===== config.mk =====
export PLATFORM = sky130hd
export DESIGN_NAME = reference_count_table
export DESIGN_NICKNAME = d
export VERILOG_FILES = /design/src/rtl/rct_pkg.sv /design/src/rtl/reference_count_table.sv /design/src/rtl/rct_cell.sv
export VERILOG_INCLUDE_DIRS = /design/src /design/src/rtl
export SDC_FILE = /design/constraint.sdc
export NUM_CORES = 2
export LEC_CHECK = 0
export BUFFER_PORTS_ARGS = -buffer_cell sky130_fd_sc_hd__buf_2
export CAP_MARGIN = 5
export CORE_AREA = 2 2 495 497
export CTS_BUF_LIST = sky130_fd_sc_hd__clkbuf_16
export CTS_CLUSTER_SIZE = 30
export DETAILED_ROUTE_END_ITERATION = 12
export DIE_AREA = 0 0 497 499
export GPL_TIMING_DRIVEN = 0
export PLACE_DENSITY_LB_ADDON = 0.3
export SLEW_MARGIN = 20
export SYNTH_ARGS = -nofsm -noshare
export SYNTH_HDL_FRONTEND = slang
export SYNTH_HIERARCHICAL = 1
export SYNTH_SLANG_ARGS = --single-unit

===== constraint.sdc =====
create_clock -name clk -period 4.9 [get_ports clk]
set_clock_uncertainty 0.1 [all_clocks]
set_input_delay 0.49 -clock clk [delete_from_list [all_inputs] [get_ports clk]]
set_output_delay 0.49 -clock clk [all_outputs]
set_load 0.02 [all_outputs]

===== src/rtl/reference_count_table_defines.svh =====
// Assertion macros for the reference count table.
// Define SYNTH to compile them away.
`ifndef REFERENCE_COUNT_TABLE_DEFINES_SVH
`define REFERENCE_COUNT_TABLE_DEFINES_SVH

`ifndef SYNTH

// Same-cycle implication, disabled while in reset.
`define RCT_ASSERT_IMP(label, clk, rst, ante, cons) \
  label: assert property (@(posedge clk) disable iff (rst) (ante) |-> (cons)) \
    else $error("rct assertion failed");

// Next-cycle implication, disabled while in reset.
`define RCT_ASSERT_NEXT(label, clk, rst, ante, cons) \
  label: assert property (@(posedge clk) disable iff (rst) (ante) |=> (cons)) \
    else $error("rct assertion failed");

`else

`define RCT_ASSERT_IMP(label, clk, rst, ante, cons)
`define RCT_ASSERT_NEXT(label, clk, rst, ante, cons)

`endif

`endif


===== src/rtl/rct_pkg.sv =====
package rct_pkg;

  localparam int TABLE_ENTRIES = 16;
  localparam int USED_W        = $clog2(TABLE_ENTRIES + 1);

  localparam int ACT_W    = 3;
  localparam int IDENT_W  = 32;
  localparam int ADDR_W   = 48;
  localparam int COUNT_W  = 16;
  localparam int STATUS_W = 2;

  localparam logic [ACT_W-1:0] ACT_CREATE = 3'd0;
  localparam logic [ACT_W-1:0] ACT_INC    = 3'd1;
  localparam logic [ACT_W-1:0] ACT_DEC    = 3'd2;
  localparam logic [ACT_W-1:0] ACT_DELETE = 3'd3;
  localparam logic [ACT_W-1:0] ACT_ADDR   = 3'd4;
  localparam logic [ACT_W-1:0] ACT_QUERY  = 3'd5;

  localparam logic [STATUS_W-1:0] ST_OK       = 2'd0;
  localparam logic [STATUS_W-1:0] ST_NOTFOUND = 2'd1;
  localparam logic [STATUS_W-1:0] ST_FULL     = 2'd2;

  localparam logic signed [COUNT_W-1:0] COUNT_MAX = 16'sh7FFF;
  localparam logic signed [COUNT_W-1:0] COUNT_MIN = -16'sh8000;
  localparam logic signed [COUNT_W-1:0] COUNT_ONE = 16'sd1;

  // One table slot.
  typedef struct packed {
    logic                      valid;
    logic signed [IDENT_W-1:0] ident;
    logic [ADDR_W-1:0]         addr;
    logic signed [COUNT_W-1:0] count;
  } entry_t;

  // Request token that walks the chain, one cell per cycle.
  typedef struct packed {
    logic                      valid;
    logic [ACT_W-1:0]          act;
    logic signed [IDENT_W-1:0] ident;
    logic [ADDR_W-1:0]         addr;
    logic                      hit;
    logic signed [COUNT_W-1:0] cnt;
  } token_t;

endpackage


===== src/rtl/reference_count_table.sv =====
// Channel | Handshake           | Payload
// --------+---------------------+-----------------------------------
// in      | in_valid, in_stall  | action, ident, new_address
// out     | out_valid, out_stall| status, ref_count, entry_count
//
// An accepted beat becomes a token that walks the cell chain, one cell per
// cycle; the token leaving the last cell loads the registered result beat.
// One request is in flight at a time: in_stall stays high until the result
// beat is taken.
// Reset (rst, synchronous) empties the table, drops any token and result.
// A stalled result beat holds on out until out_stall falls.
`include "reference_count_table_defines.svh"

module reference_count_table (
  input  logic                                clk,
  input  logic                                rst,
  input  logic                                in_valid,
  output logic                                in_stall,
  input  logic [rct_pkg::ACT_W-1:0]           action,
  input  logic signed [rct_pkg::IDENT_W-1:0]  ident,
  input  logic [rct_pkg::ADDR_W-1:0]          new_address,
  output logic                                out_valid,
  input  logic                                out_stall,
  output logic [rct_pkg::STATUS_W-1:0]        status,
  output logic signed [rct_pkg::COUNT_W-1:0]  ref_count,
  output logic [rct_pkg::USED_W-1:0]          entry_count
);

  localparam int N = rct_pkg::TABLE_ENTRIES;

  // tok[k] feeds cell k; tok[N] leaves the last cell.
  rct_pkg::token_t tok [N+1];
  // ent[k] is the slot held by cell k; ent[N] is an always-empty slot.
  rct_pkg::entry_t ent [N+1];

  logic                              busy;
  logic                              in_take;
  logic                              out_take;
  logic [rct_pkg::USED_W-1:0]        used;
  logic [rct_pkg::USED_W-1:0]        used_next;
  logic [rct_pkg::STATUS_W-1:0]      status_next;
  logic [N:0]                        tok_live;

  // Hold off new requests while one is in the chain or waiting on out.
  assign in_stall = busy;
  assign in_take  = in_valid && !busy;
  assign out_take = out_valid && !out_stall;

  // Launch the token straight into cell 0 on the accepting edge.
  always_comb begin
    tok[0].valid = in_take;
    tok[0].act   = action;
    tok[0].ident = ident;
    tok[0].addr  = new_address;
    tok[0].hit   = 1'b0;
    tok[0].cnt   = '0;
  end

  assign ent[N] = '0;

  for (genvar g = 0; g < N; g++) begin : g_cell
    rct_cell u_cell (
      .clk       (clk),
      .rst       (rst),
      .tok_in    (tok[g]),
      .tok_out   (tok[g+1]),
      .right_ent (ent[g+1]),
      .ent       (ent[g])
    );
  end

  always_comb begin
    for (int k = 0; k <= N; k++) begin
      tok_live[k] = tok[k].valid;
    end
  end

  // Fold the token's outcome into status and the entry count.
  always_comb begin
    used_next   = used;
    status_next = rct_pkg::ST_OK;
    unique case (tok[N].act)
      rct_pkg::ACT_CREATE: begin
        if (tok[N].hit) begin
          used_next = used + rct_pkg::USED_W'(1);
        end else begin
          status_next = rct_pkg::ST_FULL;
        end
      end
      rct_pkg::ACT_DELETE: begin
        if (tok[N].hit) begin
          used_next = used - rct_pkg::USED_W'(1);
        end else begin
          status_next = rct_pkg::ST_NOTFOUND;
        end
      end
      rct_pkg::ACT_INC, rct_pkg::ACT_DEC, rct_pkg::ACT_ADDR, rct_pkg::ACT_QUERY: begin
        if (!tok[N].hit) begin
          status_next = rct_pkg::ST_NOTFOUND;
        end
      end
      default: begin
      end
    endcase
  end

  // Control: busy from accept until the result beat is taken.
  always_ff @(posedge clk) begin
    if (rst) begin
      busy      <= 1'b0;
      out_valid <= 1'b0;
      used      <= '0;
    end else begin
      if (in_take) begin
        busy <= 1'b1;
      end else if (out_take) begin
        busy <= 1'b0;
      end
      if (tok[N].valid) begin
        out_valid <= 1'b1;
        used      <= used_next;
      end else if (out_take) begin
        out_valid <= 1'b0;
      end
    end
  end

  // Result payload: load when the token drops out of the chain, hold otherwise.
  always_ff @(posedge clk) begin
    if (tok[N].valid) begin
      status      <= status_next;
      ref_count   <= tok[N].cnt;
      entry_count <= used_next;
    end
  end

  `RCT_ASSERT_IMP(a_one_token, clk, rst, 1'b1, $onehot0(tok_live))
  `RCT_ASSERT_IMP(a_used_bound, clk, rst, 1'b1, used <= rct_pkg::USED_W'(N))
  `RCT_ASSERT_NEXT(a_token_lands, clk, rst, tok[N].valid, out_valid && busy)
  `RCT_ASSERT_IMP(a_full_count, clk, rst, out_valid && status == rct_pkg::ST_FULL, entry_count == rct_pkg::USED_W'(N) && ref_count == '0)
  `RCT_ASSERT_IMP(a_missing_zero, clk, rst, out_valid && status == rct_pkg::ST_NOTFOUND, ref_count == '0)

endmodule


===== src/rtl/rct_cell.sv =====
module rct_cell (
  input  logic            clk,
  input  logic            rst,
  input  rct_pkg::token_t tok_in,
  output rct_pkg::token_t tok_out,
  input  rct_pkg::entry_t right_ent,
  output rct_pkg::entry_t ent
);

  rct_pkg::token_t tok_next;
  rct_pkg::entry_t ent_next;
  logic            match;

  assign match = ent.valid && (ent.ident == tok_in.ident);

  always_comb begin
    tok_next = tok_in;
    ent_next = ent;
    if (tok_in.valid) begin
      unique case (tok_in.act)
        rct_pkg::ACT_CREATE: begin
          // first free slot takes the new entry
          if (!tok_in.hit && !ent.valid) begin
            ent_next.valid = 1'b1;
            ent_next.ident = tok_in.ident;
            ent_next.addr  = tok_in.addr;
            ent_next.count = rct_pkg::COUNT_ONE;
            tok_next.hit   = 1'b1;
            tok_next.cnt   = rct_pkg::COUNT_ONE;
          end
        end
        rct_pkg::ACT_INC, rct_pkg::ACT_DEC, rct_pkg::ACT_QUERY: begin
          if (!tok_in.hit && match) begin
            if (tok_in.act == rct_pkg::ACT_INC && ent.count != rct_pkg::COUNT_MAX) begin
              ent_next.count = ent.count + rct_pkg::COUNT_ONE;
            end else if (tok_in.act == rct_pkg::ACT_DEC &&
                         ent.count != rct_pkg::COUNT_MIN) begin
              ent_next.count = ent.count - rct_pkg::COUNT_ONE;
            end
            tok_next.hit = 1'b1;
            tok_next.cnt = ent_next.count;
          end
        end
        rct_pkg::ACT_DELETE: begin
          // from the oldest match on, pull the right neighbor down one slot
          if (tok_in.hit || match) begin
            ent_next     = right_ent;
            tok_next.hit = 1'b1;
          end
        end
        rct_pkg::ACT_ADDR: begin
          if (match) begin
            ent_next.addr = tok_in.addr;
            if (!tok_in.hit) begin
              tok_next.hit = 1'b1;
              tok_next.cnt = ent.count;
            end
          end
        end
        default: begin
        end
      endcase
    end
  end

  always_ff @(posedge clk) begin
    if (rst) begin
      tok_out.valid <= 1'b0;
      ent.valid     <= 1'b0;
    end else begin
      tok_out <= tok_next;
      ent     <= ent_next;
    end
  end

endmodule

Yosys cells after proc, flatten, opt, wreduce, memory -nomap -nowiden
Cells that the tools add are included.

storage, ports and cells
  register bits after elaboration = 3070
  word-level logic and storage cells = 944

operators by class
  $add $sub $neg = 34
  eq/ne operators = 196
  mux-type cells = 277
  bitwise gates (word level) = 1
  reductions and logical operators = 273

operators by type and width
  kind                                                   count
  2-to-1 mux 97 bit                                      31
  case mux 48 bit (3 select lines)                       15
  case mux 16 bit (3 select lines)                       32
  2-to-1 mux 17 bit                                      63
  case mux 33 bit (2 select lines)                       16
  2-to-1 mux 16 bit                                      63
  2-to-1 mux 48 bit                                      15
  == test 32 bit                                         16
  inequality test 16 bit, second input constant          32
  adder 16 x 2 -> 16 bit, second input constant          16
  subtractor 16 x 2 -> 16 bit, second input constant     16
  AND reduction 6 bit                                    31
  inequality test 2 x 1 -> 1 bit, second input constant  62
  == test 3 x 2 -> 1 bit, second input constant          34
  == test 3 bit, second input constant                   34
  2-to-1 mux 96 bit                                      1
  nonzero test 3 bit                                     31
  logical AND 1 bit                                      80
  AND reduction 5 bit                                    16
  case mux 1 bit (4 select lines)                        16
  AND reduction 4 bit                                    15
  == test 3 x 1 -> 1 bit, second input constant          17
  zero test 3 bit                                        17
  OR reduction 3 bit                                     16
  other kinds (14)                                       96

Depth between registers and ports, before layout
  depth after elaboration = 7
  depth in mapped cells = 9
  mapped depth without buffers = 9

Modules after synthesis
The synthesis kept the hierarchy.

modules (own cells, without submodules)
  module                            instances  cells each  area each (µm²)  sequential area each (µm²)
  rct_cell at g_cell[0].u_cell ...  14         784         8979.9           5925.7
  rct_cell at g_cell[8].u_cell ...  2          745         8936.1           5925.7
  reference_count_table             1          90          1212.4           830.8

Worst setup path before layout
OpenSTA, ideal clock, no wires.

  path kind = register to register
  start point = register g_cell[7].u_cell/tok_out[82] in the netlist's numbering
  end point = register g_cell[8].u_cell/ent[16] (netlist name)
  library setup time = 0.482 ns
  arrival = 4.270 ns
  required time = 4.318 ns
  setup slack = 0.047 ns
  cell stages (with the launch flop) = 7
  path through = edfxtp_1 xnor2_1 nand4_1 or4b_4 nor3_4 o21ai_0 a31oi_1

on the way
  longest elaborated chain between the ends = 5
  elaborated cells on any way between the ends = 6

ends and longest elaborated chain
  what                                             line            RTL
  start: declaration                               rct_cell.sv:5   output rct_pkg::token_t tok_out,
  start signal: assignment                         rct_cell.sv:71  tok_out <= tok_next;
  == test 32 bit (*)                               rct_cell.sv:14  assign match = ent.valid && (ent.ident == tok_in.ident);
  logical AND 1 bit (*)                            rct_cell.sv:14
  logical OR 1 bit                                 rct_cell.sv:46  if (tok_in.hit || match) begin
  inequality test 2 x 1 -> 1 bit (no source line)  -
  AND reduction 6 bit (no source line) (*)         -

Every way passes the cells marked *; elsewhere a longest branch is shown, timed or not.
A chain may end at the register's enable or synchronous reset.

==> out/summary.txt <==
CP startpoint kind -> flip-flop
TritonCTS clock tree -> built
WP buf/inv -> 1
minimum clock period -> 3.79 ns
DR vias/cell -> 5.58
post-route clock period utilization -> 77.3%
Routed Antenna Nets -> 0
RSZ-0062 raised after global routing -> false
worst slack, placed -> 1.16 ns
crit-path max FO -> 10
final setup fails -> 0
CTS resizes -> 0
final hold vios -> 0
CTS max path bufs -> 3
Port Buffers -> 63
Area Growth Syn to Fin -> 13.4%
Power Density -> 319 mW/mm^2
CTS sink cnt -> 1630
Max VDD drop -> 0.305 mV
All-Layer GR Usage -> 21.6%
area of the multi-input gates -> 0.0381 sq mm
Register Area -> 0.0486 sq mm
CTS Buf Count -> 176
Finished Core Util -> 41.3%
DRT Pass-1 Iters -> 8
Placeable Area -> 0.243 sq mm
crit-path max cell delay -> 0.83 ns
grt total ovfl -> 0
slowest CP cell -> nor4_4
Final Max Tran Viols -> 0
die width -> 497 um
Initial Utilization -> 36.5%
Gate Count Post-Synth -> 8522
Worst-Skew Late Latency -> 0.83 ns
Nets -> 9039
cell family with most CP delay -> simple AND/OR/NAND/NOR gates
Min-Delay Path Class -> in -> reg
Post-Syn Area -> 0.0884 sq mm
critical path, cell by cell -> xor2_1, nor4_1, nand4_1, nor4_4, and2_1, buf_2, o2111ai_1, o21ai_1
Setup Crit Path Kind -> reg -> reg
number of global-route vias before repair -> 66192
CTS root buf -> clkbuf_16
initial antenna violation count -> 1
I/O pin count -> 112
height of the die -> 499 um
leakage -> 36.2 nW
DRT iter0 DRCs -> 6780
required time of the critical path -> 5.48 ns
Routed WL -> 277000 um
worst-margin pin slew -> 1.02 ns
Critical Path End Type -> flip-flop
mean post-synth cell area -> 10.4 sq um
global-route wire length before repair -> 418000 um
post-detail-place hpwl -> 214000 um
largest net degree at the start of global routing -> 53
wire length per cell -> 22.6 um
Hold Crit Depth -> 3
H-tree levels -> 4
fin worst setup slack -> 1.11 ns
routability cong. -> 0.925
drt drc -> 0
die area -> 0.248 sq mm
outcome -> finished, final reports clean
clock-pin transition on the worst setup and hold timing paths -> 0.07 ns
CP arrival -> 4.37 ns
Fill cells -> 23259
Critical Path Stages -> 8
Fmax -> 264 MHz
synthesis warning total -> 6
max-cap violation count -> 0
R2R depth -> 8
Slew Limit Headroom -> 31.3%
layout cell share with drive strength beyond 1 -> 9.38%
via count -> 68460
FP Rows -> 181
## flip-flops by register name (all words and copies together) (netlist names)
name	cells
in_stall	1
entry_count	5
status	2
g_cell.u_cell/tok_out	816
ref_count	16
out_valid	1
used	5
g_cell.u_cell/ent	784
## worst reg2reg max path, cell delays in order, from the launching register on
cell and delay (ns):
edfxtp_1 0.45, xor2_1 0.20, nor4_1 0.49, nand4_1 0.52, nor4_4 0.84, and2_1 0.37, buf_2 0.32, o2111ai_1 0.24
o21ai_1 0.12
## per-layer routing
layer | up-vias | GRT usage [%] | wire [um]
met5 | - | 0 | 0
met4 | 0 | 6.39 | 7760
met3 | 449 | 2.60 | 15900
met2 | 2525 | 37.2 | 135000
met1 | 33613 | 28.5 | 118000
li1 | 31873 | - | -
## cell usage in the layout, fill, tap and decap left out, drive strengths merged, types with 38 or more instances in the layout
cell,n
edfxtp,1591
nand3,182
o32ai,43
dlygate4sd3,38
nor2,329
conb,79
clkbuf,485
buf,212
a31oi,84
nor2b,191
nand2b,130
nor3b,67
nand4,238
nor3,233
and3,51
xor2,340
clkinv,80
or2b,56
xnor2,240
a211oi,66
or4,118
inv,203
and2,83
dfxtp,39
a22o,84
o22ai,107
a21o,84
o21ai,317
a22oi,77
or3,53
nand2,2188
nor4,180
a21oi,195
## through the flow
step / total power [W] / hold slack, ns / instances / setup TNS, ns / instance area, sq um
finish: 0.0320 / 0.192 / 12263 / 0 / 100000
global route: 0.0331 / 0.142 / 12262 / 0 / 100000
CTS: 0.0323 / 0.126 / 12260 / 0 / 100000
detailed placement: 0.0186 / 0.305 / 11902 / 0 / 94100
global placement: 0.0186 / 0.302 / 11865 / -176.88 / 93100
floorplan: 0.0178 / 0.300 / 8600 / 0 / 88700
## where the power goes
group / internal [W] / switching (W)
logic: 0.000723 / 0.00139
clock network: 0.00775 / 0.00581
registers: 0.0159 / 0.000446
## path summary, 6_finish.rpt
check | startpoint | slack, ns | endpoint
setup / recovery | g_cell[11].u_cell/tok_out[96] | 1.11 | g_cell[12].u_cell/tok_out[13]
hold / removal | in_valid | 0.19 | g_cell[0].u_cell/tok_out[100]
setup reg to reg | g_cell[11].u_cell/tok_out[96] | 1.11 | g_cell[12].u_cell/tok_out[13]
hold reg to reg | g_cell[15].u_cell/tok_out[11] | 0.32 | ref_count[11]
## cell type report
| type | instances | area share [%] |
|---|---|---|
| diodes | 3 | 0.00749 |
| inverters | 167 | 0.655 |
| clock buffers | 177 | 4.42 |
| multi-input cells | 6381 | 38.0 |
| plain buffers | 422 | 1.86 |
| clock inverters | 143 | 1.34 |
| well taps | 3202 | 4.00 |
| flip-flops and latches | 1630 | 48.4 |
| repair buffers | 138 | 1.30 |
## repair_timing
item                                    CTS  global route
setup buffers                             0             0
hold endpoints to repair                 76             0
endpoints found under the setup margin    0             0
hold buffers                             38             0
Note: power is estimated with default switching activity, not from simulation.
